[src/hw/rtl/psbd_pkg.sv]
// psbd_pkg: shared types and constants of the per-source burst detector
// used by the interfaces, controller, datapath and top level
package psbd_pkg;

  localparam int KEY_W    = 32;
  localparam int TIME_W   = 32;
  localparam int GAP_W    = 16;
  localparam int COUNT_W  = 8;
  localparam int THRESH_W = 8;
  localparam int CFG_IDX_W  = 1;
  localparam int CFG_DATA_W = 16;

  localparam logic [CFG_DATA_W-1:0] WINDOW_RESET = 16'd2;
  localparam logic [THRESH_W-1:0]   THRESH_RESET = 8'd5;
  localparam logic [COUNT_W-1:0]    COUNT_MAX    = 8'hFF;

  localparam logic [31:0] HASH_MULT = 32'h045D_9F3B;

  typedef enum logic [CFG_IDX_W-1:0] {
    REG_WINDOW    = 1'b0,
    REG_THRESHOLD = 1'b1
  } cfg_reg_t;

  typedef struct packed {
    logic               valid;
    logic [KEY_W-1:0]   key;
    logic [TIME_W-1:0]  last_time;
    logic [GAP_W-1:0]   gap_sum;
    logic [COUNT_W-1:0] run_count;
    logic               flagged;
  } entry_t;

  localparam int ENTRY_W = $bits(entry_t);

  typedef struct packed {
    logic clear_step;
    logic capture;
    logic lookup;
    logic probe_next;
    logic finish;
  } ctrl_cmd_t;

  typedef struct packed {
    logic key_hit;
    logic slot_empty;
    logic probe_last;
    logic clear_last;
  } dp_status_t;

endpackage

[src/hw/rtl/psbd_ctrl.sv]
// psbd_ctrl: sequencer for clear sweep, hash, probe and commit
// depends on psbd_pkg for command and status structs
module psbd_ctrl (
  input  logic                   clk,
  input  logic                   rst,
  input  logic                   req_valid,
  output logic                   req_ready,
  output logic                   res_valid,
  input  logic                   res_ready,
  input  psbd_pkg::dp_status_t   status,
  output psbd_pkg::ctrl_cmd_t    cmd
);

  typedef enum logic [1:0] {
    ST_CLEAR,
    ST_IDLE,
    ST_HASH,
    ST_CHECK
  } state_t;

  state_t state;
  logic   out_free;
  logic   resolved;

  assign out_free  = !res_valid || res_ready;
  assign resolved  = status.key_hit || status.slot_empty || status.probe_last;
  assign req_ready = (state == ST_IDLE);

  always_comb begin
    cmd            = '0;
    cmd.clear_step = (state == ST_CLEAR);
    cmd.capture    = (state == ST_IDLE) && req_valid;
    cmd.lookup     = (state == ST_HASH);
    cmd.finish     = (state == ST_CHECK) && resolved && out_free;
    cmd.probe_next = (state == ST_CHECK) && !resolved;
  end

  always_ff @(posedge clk) begin
    if (rst) begin
      state     <= ST_CLEAR;
      res_valid <= 1'b0;
    end else begin
      case (state)
        ST_CLEAR: begin
          if (status.clear_last) begin
            state <= ST_IDLE;
          end
        end
        ST_IDLE: begin
          if (req_valid) begin
            state <= ST_HASH;
          end
        end
        ST_HASH: begin
          state <= ST_CHECK;
        end
        ST_CHECK: begin
          if (cmd.finish) begin
            state <= ST_IDLE;
          end
        end
        default: begin
          state <= ST_CLEAR;
        end
      endcase
      if (cmd.finish) begin
        res_valid <= 1'b1;
      end else if (res_ready) begin
        res_valid <= 1'b0;
      end
    end
  end

endmodule

[config.mk]
export PLATFORM = sky130hd
export DESIGN_NAME = psbd_ctrl
export DESIGN_NICKNAME = d
export VERILOG_FILES = /design/src/hw/rtl/psbd_pkg.sv /design/src/hw/rtl/psbd_ctrl.sv
export SDC_FILE = /design/constraint.sdc
export NUM_CORES = 1
export LEC_CHECK = 0
export BUFFER_PORTS_ARGS = -buffer_cell sky130_fd_sc_hd__buf_2
export CAP_MARGIN = 5
export CELL_PAD_IN_SITES_DETAIL_PLACEMENT = 1
export CELL_PAD_IN_SITES_GLOBAL_PLACEMENT = 2
export CORE_AREA = 5 5 42 44
export CTS_CLUSTER_DIAMETER = 80
export DETAILED_ROUTE_END_ITERATION = 12
export DIE_AREA = 0 0 47 49
export GPL_TIMING_DRIVEN = 0
export PLACE_DENSITY_LB_ADDON = 0.15
export SETUP_SLACK_MARGIN = 0.05
export SLEW_MARGIN = 20
export SYNTH_ARGS = -nofsm -noshare
export SYNTH_HDL_FRONTEND = slang
export SYNTH_SLANG_ARGS = --single-unit
[constraint.sdc]
create_clock -name clk -period 1.7 [get_ports clk]
set_input_delay 0.17 -clock clk [delete_from_list [all_inputs] [get_ports clk]]
set_output_delay 0.17 -clock clk [all_outputs]
set_load 0.05 [all_outputs]
## Word level (Yosys, flattened, before mapping)

Index checks and enable logic that the tools add are counted.

| operators by class | value |
|---|---|
| reduce and logical (&&, ||, !) cells | 12 |
| equal/unequal tests | 6 |
| multiplexer cells | 6 |

Operators by type and width:

| operator | number |
|---|---|
| $pmux W2 S4 | 1 |
| $mux W2 | 3 |
| $ne A2 B2 Y1 const B | 3 |
| $eq A2 B2 Y1 const B | 2 |
| $logic_and A1 B1 Y1 | 4 |
| $logic_or A1 B1 Y1 | 3 |
| $reduce_and A3 Y1 | 1 |
| $eq A2 B1 Y1 const B | 1 |
| $logic_not A1 Y1 | 2 |
| $logic_not A2 Y1 | 1 |
| $mux W1 | 2 |
| $reduce_bool A2 Y1 | 1 |

| word-level totals | value |
|---|---|
| register bits after elaboration | 3 |
| output and inout port bits | 7 |

## Depth between registers and ports, before layout

Gate-level depths: netlist of run 1.

| logic depth | value |
|---|---|
| word-level depth | 6 |
| mapped depth | 5 |
| depth with buffers taken out | 5 |

## Worst setup path before layout of run 1

Ideal clock, no wire load.

| path | value |
|---|---|
| kind | register to register |
| start point | register state[1] |
| end point | register state[0] |
| data required time | 1.579 ns |
| cell stages (with the launch flop) | 5 |
| slack | -0.148 ns |
| arrival | 1.726 ns |
| clock period less this slack | 1.848 ns |
| path through | dfxtp_1 -> ha_1 -> nor4b_4 -> a2111oi_4 -> mux2_4 |

| between the ends | value |
|---|---|
| cells in the longest elaborated chain, start to end | 5 |

Ends and longest elaborated chain:

| item | RTL line | text |
|---|---|---|
| from (decl) | psbd_ctrl.sv:21 | `state_t state;` |
| from (signal assigned) | psbd_ctrl.sv:40 | `state <= ST_CLEAR;` |
| from (signal assigned) | psbd_ctrl.sv:46 | `state <= ST_IDLE;` |
| from (signal assigned) | psbd_ctrl.sv:51 | `state <= ST_HASH;` |
| $eq A2 B2 Y1 | psbd_ctrl.sv:34, psbd_ctrl.sv:43 |  |
| $logic_and A1 B1 Y1 (2 in series) | psbd_ctrl.sv:34 | `cmd.finish = (state == ST_CHECK) && resolved && out_free;` |
| $ne A2 B2 Y1 (no line) | -- |  |
| $reduce_and A3 Y1 (no line) | -- |  |

Parallel ways exist; a longest one is shown, timed or not.
A chain may end at the register's enable or synchronous reset.

## Worst setup path in the final report of run 1

Ends and elaborated chain as after synthesis.

==> impl_metrics.csv, run 1 <==
group,metric,value,unit
status,status,"finished clean",
routing,drc,0,
timing,holdWs,0.163,ns
hold_path,hold_path.class,"in -> reg",
timing,finalMaxSlewViolations,0,
logic_synthesis,synthTopCellsByCount,"ha_1 (4), nor2_1 (4), nor2b_1 (4)",
logic_synthesis,postSynthCellCount,25,
pwr,power_density,1980,nW/um2
critical_path,crit_type,"reg -> reg",
logic_synthesis,synth_warnings,0,
logic_synthesis,synth_area,260,um2
global_route,antenna_found_initial,0,
final_layout,regArea,65.1,um2
clock_network,htreeDepth,1,
global_route,grt_max_degree,6,
placement,gp_congestion,0.708,
timing,fin_crit_sh,93.2,%
clock_network,clockBufferDepth,2,
timing,final.setup_skew,0.00382,ns
critical_path,startpoint_type,"flip-flop",
logic_synthesis,ys.flop_type,"dfxtp_1",
logic_synthesis,syn_nets,37,
global_route,grt_overflow_total,0,
global_route,first_global_vias,270,
global_route,grt_util_met1,6.56,%
logic_synthesis,synth.largest_area_cell,"dfxtp_1",
floorplanning,pin_count,15,
logic_synthesis,synthArstFlopShare,0,%
global_route,top_usage_layer,"met2",
timing,clock.fmax,631,MHz
timing,rsz0062_at_grt,"false",
timing,hold_viol,0,
critical_path,cp_max_fo,4,
global_route,grt_first_pass_wirelength,1.13,mm
clock_network,numCtsBuffers,3,
timing,tightest_slew,0.360,ns
final_layout,layout-drive-gt1-share,59.1,%
clock_network,tritoncts,"done",
placement,placed_area,380,um2
final_layout,antenna_cells,0,
routing,viasPerCell,4.13,
global_route,grt.total_usage,6.82,%
run,max_cap_viol_count,0,
final_layout,area_growth_syn_to_layout,60.1,%
final_layout,fill_cells,178,
logic_synthesis,synth_top_cell_area_share,23.1,%
pwr,vdd_drop_max,0.575,mV
routing,drt_iter0_markers,3,
floorplanning,die_x,47,um
timing,setup_viol_count_final,0,
pwr,leakage,0.000192,uW
final_layout,fin_nets,57,
timing,finalCriticalPeriod,1.58,ns
placement,port_buffers,14,
critical_path,end_kind,"flip-flop",
logic_synthesis,synth_cell_types,12,
floorplanning,num_rows,14,
critical_path,critical_path_required,1.81,ns
timing,slew_headroom,75.8,%
routing,avgRoutedWirePerCell,12.0,um
floorplanning,die_h,49,um
clock_network,clock_sinks,3,
global_route,met3_usage,3.32,%
clock_network,cts-root-buf,"clkbuf_4",
logic_synthesis,ys_top_cells_by_area,"dfxtp_1 (23%), ha_1 (19%), a2111oi_4 (11%)",
floorplanning,start_util,18.6,%
floorplanning,dieArea,2300,um2
routing,antenna_left,0,
clock_network,clk_latency,0.23,ns
timing,fin_setup_tns,0,ns
floorplanning,core,1400,um2
logic_synthesis,seq_area_frac_synth,23.1,%
global_route,gr-usage-met2,11.8,%
routing,vias,248,
logic_synthesis,synth_edf_count,0,
placement,post-dp-hpwl,606,um
logic_synthesis,synth-seq-cells,3,
critical_path,crit_arrival,1.69,ns
routing,first_pass_iters,3,
final_layout,fin_area,417,um2
final_layout,multi_input_area,220,um2
routing,routed_wl,722,um
clock_network,clkSlewWorstSetupHoldPaths,0.04,ns
logic_synthesis,syn_avg_cell_area,10.4,um2
metrics by stage:
step | utilization, % | setup WS, ns | total power [uW] | instances
after floorplan | - | 0.0110 | 624 | 25
final | 29.7 | 0.116 | 825 | 60
after CTS | 29.0 | 0.0533 | 828 | 59
after global placement | 27.1 | 0.0803 | 686 | 55
after detailed placement | 27.1 | 0.0613 | 698 | 55
after global routing | 29.7 | 0.0564 | 892 | 60
where the power goes:
group / switching [uW] / total (uW) / internal (uW)
Sequential: 38.0 / 148 / 110
Combinational: 358 / 555 / 196
Clock: 34.2 / 122 / 87.7
sequential cells by signal (all words and copies together), names as in the netlist:
name       count
state          2
res_valid      1
cell families (layout without fill, tap and decap cells):
| kind of cell | count (synthesis) | after routing | share of synthesized area [%] |
|---|---|---|---|
| AOI/OAI and AO/OA | 2 | 2 | 13.5 |
| buffers and inverters | 2 | 21 | 2.89 |
| DFF | 3 | 3 | 23.1 |
| adders and majority gates | 4 | 4 | 19.2 |
| muxes | 2 | 2 | 9.61 |
| and+or+nand+nor | 12 | 12 | 31.7 |
cell usage in the layout (no fill, tap or decap), drive strengths merged:
master   netlist  layout
and2           1       1
mux2           1       1
ha             4       4
o31ai          1       1
dfxtp          3       3
nand2b         2       2
buf            0      15
nor4b          1       1
mux2i          1       1
nor2           4       4
a2111oi        1       1
inv            2       2
nor2b          4       4
clkbuf         0       4
critical path, stage by stage (launching register included):
cell and delay (ns):
dfxtp_4 0.37, inv_1 0.09, ha_2 0.20, nor2b_1 0.15, a2111oi_4 0.34, mux2_4 0.33
final timing paths:
path / cells past startpoint / startpoint / slack, ns / end
setup / recovery: 5 / state[1] / 0.12 / state[0]
hold / removal: 2 / rst / 0.16 / res_valid
setup reg to reg: 5 / state[1] / 0.12 / state[0]
hold reg to reg: 2 / state[1] / 0.52 / state[1]
routing by layer:
layer  vias to the layer above  wire length (um)
met3                         0                56
met5                         -                 0
met2                        10               380
li1                        121                 -
met4                         0                 0
met1                       117               285
cell type report:
type / count / share of cell area (%)
Timing Repair Buffer: 15 / 18.6
Inverter: 2 / 1.80
Tap cell: 16 / 4.80
Sequential cell: 3 / 15.6
Clock buffer: 4 / 6.31
Multi-Input combinational cell: 20 / 52.9
repair_timing:
action | CTS | global route
setup buffers | 0 | 1
hold buffers | 0 | 0
resized for setup | 0 | 1
setup endpoints to repair | 0 | 1
Note: power is estimated with default switching activity, not from simulation.
==> run 2, diff against run 1 <==
==> constraint.sdc (replaced) <==
create_clock -name clk -period 1.7 [get_ports clk]
set_input_delay 0.17 -clock clk [delete_from_list [all_inputs] [get_ports clk]]
set_output_delay 0.17 -clock clk [all_outputs]
set_load 0.01 [all_outputs]
==> run 2 against run 1 <==
Count of clock-buffer cells in the layout unchanged. Critical path depth down 1. Largest power group unchanged. Setup slack better by 0.025 ns. Clock skew is 0.0030 ns lower. Global-route usage up 0.28 points.
==> impl_metrics.csv, run 2 (synthesis results as in run 1) <==
group,metric,value,unit
status,status,"finished clean",
global_route,first_global_vias,283,
placement,placed_area,350,um2
clock_network,clkSlewWorstSetupHoldPaths,0.04,ns
timing,holdWs,0.159,ns
timing,fin_crit_sh,91.7,%
clock_network,clockBufferDepth,2,
placement,post-dp-hpwl,576,um
placement,port_buffers,14,
floorplanning,num_rows,14,
final_layout,fill_cells,179,
critical_path,crit_arrival,1.67,ns
pwr,power,592,uW
timing,final.setup_skew,0.000835,ns
routing,routed_wl,629,um
final_layout,area_growth_syn_to_layout,49.0,%
final_layout,fin_nets,57,
final_layout,layout-drive-gt1-share,52.3,%
final_layout,fin_area,388,um2
pwr,sw_frac_of_total,37.9,%
final_layout,top_register,"state",
floorplanning,core,1400,um2
routing,wl_met2,320,um
routing,avgRoutedWirePerCell,10.5,um
timing,rsz0062_at_grt,"false",
clock_network,clk_latency,0.23,ns
global_route,grt_first_pass_wirelength,1.17,mm
global_route,grt_max_degree,6,
routing,vias,240,
floorplanning,dieArea,2300,um2
timing,fin_setup_tns,0,ns
pwr,power_frac_comb,57.8,%
global_route,antenna_found_initial,0,
clock_network,ctsHoldBuffers,0,
timing,slew_headroom,78.1,%
placement,dp.cells,55,
global_route,grt_overflow_total,0,
pwr,switching_power,224,uW
routing,first_pass_iters,1,
critical_path,cp_max_fo,3,
critical_path,rr_startpoint,"state[0]",
pwr,leakage,0.000192,uW
final_layout,reg_top3,"state (2), res_valid (1)",
floorplanning,start_util,18.6,%
clock_network,htreeDepth,1,
routing,viasPerCell,4.00,
routing,routed-wl-met3,35,um
clock_network,numCtsBuffers,3,
floorplanning,pin_count,15,
pwr,p_clk_share,20.3,%
critical_path,crit_type,"reg -> reg",
final_layout,final_cell_mix,"buf_2 (14), nor2b_1 (4), nor2_1 (4), ha_1 (3), clkbuf_4 (3)",
critical_path,critPathLaunch,"state[0]",
routing,antenna_left,0,
routing,maxUsedRoutingLayer,"met3",
final_layout,layout_commonest_cell,"buf_2",
clock_network,cts-root-buf,"clkbuf_4",
timing,setup_viol_count_final,0,
clock_network,clock_sinks,3,
critical_path,startpoint_type,"flip-flop",
floorplanning,die_x,47,um
routing,drt_iter0_markers,0,
hold_path,hp-start,"rst",
pwr,intPower,367,uW
timing,finalCriticalPeriod,1.56,ns
pwr,sequentialPowerShare,21.9,%
clock_network,tritoncts,"done",
final_layout,largest_reg_flops,2,
timing,clock.fmax,641,MHz
critical_path,end_kind,"flip-flop",
hold_path,hold_path.class,"in -> reg",
placement,gp_congestion,0.705,
critical_path,critical_path_required,1.81,ns
final_layout,antenna_cells,0,
timing,finalMaxSlewViolations,0,
timing,tightest_slew,0.328,ns
final_layout,fin_cells,60,
floorplanning,die_h,49,um
pwr,vdd_drop_max,0.446,mV
routing,m1WireLength,272,um
global_route,grt.total_usage,7.10,%
pwr,power_density,1530,nW/um2
run,max_cap_viol_count,0,
routing,drc,0,
timing,hold_viol,0,
==> run 2: cell counts in the layout (fill, tap and decap cells not counted) <==
No cell type changed its count.
==> run 2: final cells by class <==
| type | instances | area (um2) | area share (%) |
|---|---|---|---|
| multi-input cells | 20 | 195 | 50.3 |
| repair buffers | 15 | 77.6 | 20.0 |
| flip-flops and latches | 3 | 61.3 | 15.8 |
| clock buffers | 4 | 26.3 | 6.77 |
| well taps | 16 | 20.0 | 5.16 |
| inverters | 2 | 7.51 | 1.94 |
==> run 2: path summary, 6_finish.rpt <==
kind / slack, ns / end / depth (start not counted)
worst max-delay path: 0.14 / state[0] / 4
worst max register to register: 0.14 / state[0] / 4
worst min register to register: 0.50 / state[1] / 2
worst min-delay path: 0.16 / res_valid / 2
==> run 2: layer usage <==
metal,up-vias,GRT usage [%]
met5,-,0
met4,0,5.53
met3,0,4.06
met2,8,9.50
met1,112,7.86
li1,120,-
==> run 2: critical path: stages (launching register included) <==
cell and delay, ns:
dfxtp_1 0.33, ha_1 0.25, nor4b_4 0.16, a2111oi_4 0.38
mux2_4 0.33
==> run 2: power by group through the flow <==
| stage | combinational (uW) | clock [uW] | sequential (uW) |
|---|---|---|---|
| 5_1_grt | 387 | 139 | 136 |
| 3_3_place_gp | 320 | 0 | 128 |
| 3_5_place_dp | 328 | 0 | 129 |
| 6_report | 342 | 120 | 130 |
| 2_1_floorplan | 232 | 0 | 121 |
| 4_1_cts | 332 | 126 | 127 |
==> run 2: stage by stage <==
stage / utilization [%] / setup slack (ns)
2_1_floorplan: - / 0.128
3_3_place_gp: 25.0 / 0.0570
3_5_place_dp: 25.0 / 0.0417
4_1_cts: 26.9 / 0.0595
5_1_grt: 27.7 / 0.0645
6_report: 27.7 / 0.141
==> run 2: timing repair <==
action                                 CTS  global route
setup buffers                            0             1
resized for setup                        0             2
endpoints found under the hold margin    0             0
pin swaps                                1             1
setup endpoints to repair                1             1
==> run 3, diff against run 2 <==
==> constraint.sdc (replaced) <==
create_clock -name clk -period 1.48 [get_ports clk]
set_input_delay 0.148 -clock clk [delete_from_list [all_inputs] [get_ports clk]]
set_output_delay 0.148 -clock clk [all_outputs]
set_load 0.01 [all_outputs]
==> run 3 against run 2 <==
Core utilization is 5.8 points higher. Cell count is 5.0% higher. Die area stayed put.
==> impl_metrics.csv, run 3 (synthesis results as in run 1) <==
group,metric,value,unit
critical_path,end_kind,"flip-flop",
final_layout,final_cell_mix,"buf_2 (14), nor2_1 (4), buf_4 (4), ha_4 (3), clkbuf_4 (3)",
floorplanning,die_x,47,um
clock_network,clk_latency,0.23,ns
clock_network,clockBufferDepth,2,
routing,avgRoutedWirePerCell,11.5,um
timing,clock.fmax,685,MHz
routing,drt_iter0_markers,1,
timing,holdWs,0.142,ns
placement,gp_congestion,0.680,
final_layout,area_growth_syn_to_layout,80.3,%
critical_path,r2r_setup_slack,0.02,ns
critical_path,critical_path.max_stage_delay,0.37,ns
timing,finalCriticalPeriod,1.46,ns
clock_network,clock_sinks,3,
timing,tightest_slew,0.318,ns
clock_network,clkSlewWorstSetupHoldPaths,0.04,ns
routing,routed_wl,724,um
pwr,power,876,uW
final_layout,antenna_cells,0,
routing,vias,252,
routing,drc,0,
timing,rsz0062_at_grt,"true",
clock_network,tritoncts,"done",
critical_path,cp_max_fo,3,
critical_path,startpoint_type,"flip-flop",
timing,final.setup_skew,0.00346,ns
critical_path,crit_arrival,1.58,ns
critical_path,path_cells,"inv_4 > ha_4 > nor2b_4 > a2111oi_4 > mux2_4",
placement,placed_area,388,um2
critical_path,critPathLaunch,"state[1]",
floorplanning,start_util,18.6,%
critical_path,crit_family,"flip-flops",
final_layout,fin_nets,60,
final_layout,layout_commonest_cell,"buf_2",
status,status,"finished clean",
floorplanning,num_rows,14,
pwr,power_density,1870,nW/um2
timing,hold_viol,0,
global_route,grt.total_usage,7.09,%
global_route,antenna_found_initial,0,
global_route,grt_overflow_total,0,
hold_path,hold_path.class,"in -> reg",
global_route,first_global_vias,284,
critical_path,critical_path_required,1.60,ns
floorplanning,pin_count,15,
critical_path,crit_type,"reg -> reg",
critical_path,path_buf_inv,1,
floorplanning,die_h,49,um
pwr,leakage,0.000220,uW
pwr,vdd_drop_max,0.602,mV
floorplanning,core,1400,um2
clock_network,cts-root-buf,"clkbuf_4",
final_layout,top_register,"state",
run,max_cap_viol_count,0,
final_layout,largest_reg_flops,2,
global_route,grt_first_pass_wirelength,1.18,mm
routing,first_pass_iters,2,
routing,viasPerCell,4.00,
timing,finalMaxSlewViolations,0,
clock_network,ctsHoldBuffers,0,
final_layout,fin_area,469,um2
placement,port_buffers,14,
clock_network,htreeDepth,1,
routing,antenna_left,0,
floorplanning,dieArea,2300,um2
placement,post-dp-hpwl,566,um
critical_path,slowest_stage,"dfxtp_4",
global_route,grt_max_degree,6,
timing,slew_headroom,78.8,%
hold_path,hp-start,"rst",
final_layout,layout-drive-gt1-share,70.2,%
clock_network,numCtsBuffers,3,
timing,fin_crit_sh,98.7,%
final_layout,reg_top3,"state (2), res_valid (1)",
timing,setup_viol_count_final,0,
critical_path,rr_startpoint,"state[1]",
-- run 3: through the flow --
stage / setup slack, ns / util (%) / instances / setup TNS [ns]
global placement: -0.0462 / 27.7 / 55 / -0.0462
floorplan: 0.0186 / - / 25 / 0
finish: 0.0194 / 33.5 / 63 / 0
global route: -0.0481 / 33.5 / 63 / -0.0917
CTS: 0.00978 / 33.5 / 63 / 0
detailed placement: -0.0427 / 27.7 / 55 / -0.0427
-- run 3: area by class of cell --
type / instances / area (um2)
timing repair buffer: 18 / 100
inverter: 2 / 10.0
fill: 175 / 932
multi-input combinational: 20 / 245
clock buffer: 4 / 26.3
sequential: 3 / 67.6
tap: 16 / 20.0
-- run 3: path summary, 6_finish.rpt --
check	end	cells after the start
max	state[0]	5
min	res_valid	2
max reg2reg	state[0]	5
min reg2reg	state[1]	3
-- run 3: per-layer routing --
metal	vias to the layer above	wire [um]	part of all wire (%)	track usage, %
li1	127	-	-	-
met1	116	263	36	7.41
met2	9	404	56	11.5
met3	0	57	7.9	3.69
met4	0	0	0	2.76
met5	-	0	0	0
-- run 3: report_power, final --
| part | total [uW] | leakage [uW] | switching [uW] | internal (uW) |
|---|---|---|---|---|
| registers | 189 | 0.0000259 | 57.0 | 132 |
| logic | 540 | 0.000179 | 233 | 307 |
| clock network | 147 | 0.0000150 | 45.7 | 101 |
| total | 876 | 0.000220 | 335 | 541 |
-- run 3: repair_timing --
action | in CTS | in global routing
endpoints found under the setup margin | 1 | 2
buffers inserted | 4 | 0
endpoints found under the hold margin | 0 | 0
gates resized for setup | 6 | 0
pin swaps | 3 | 1
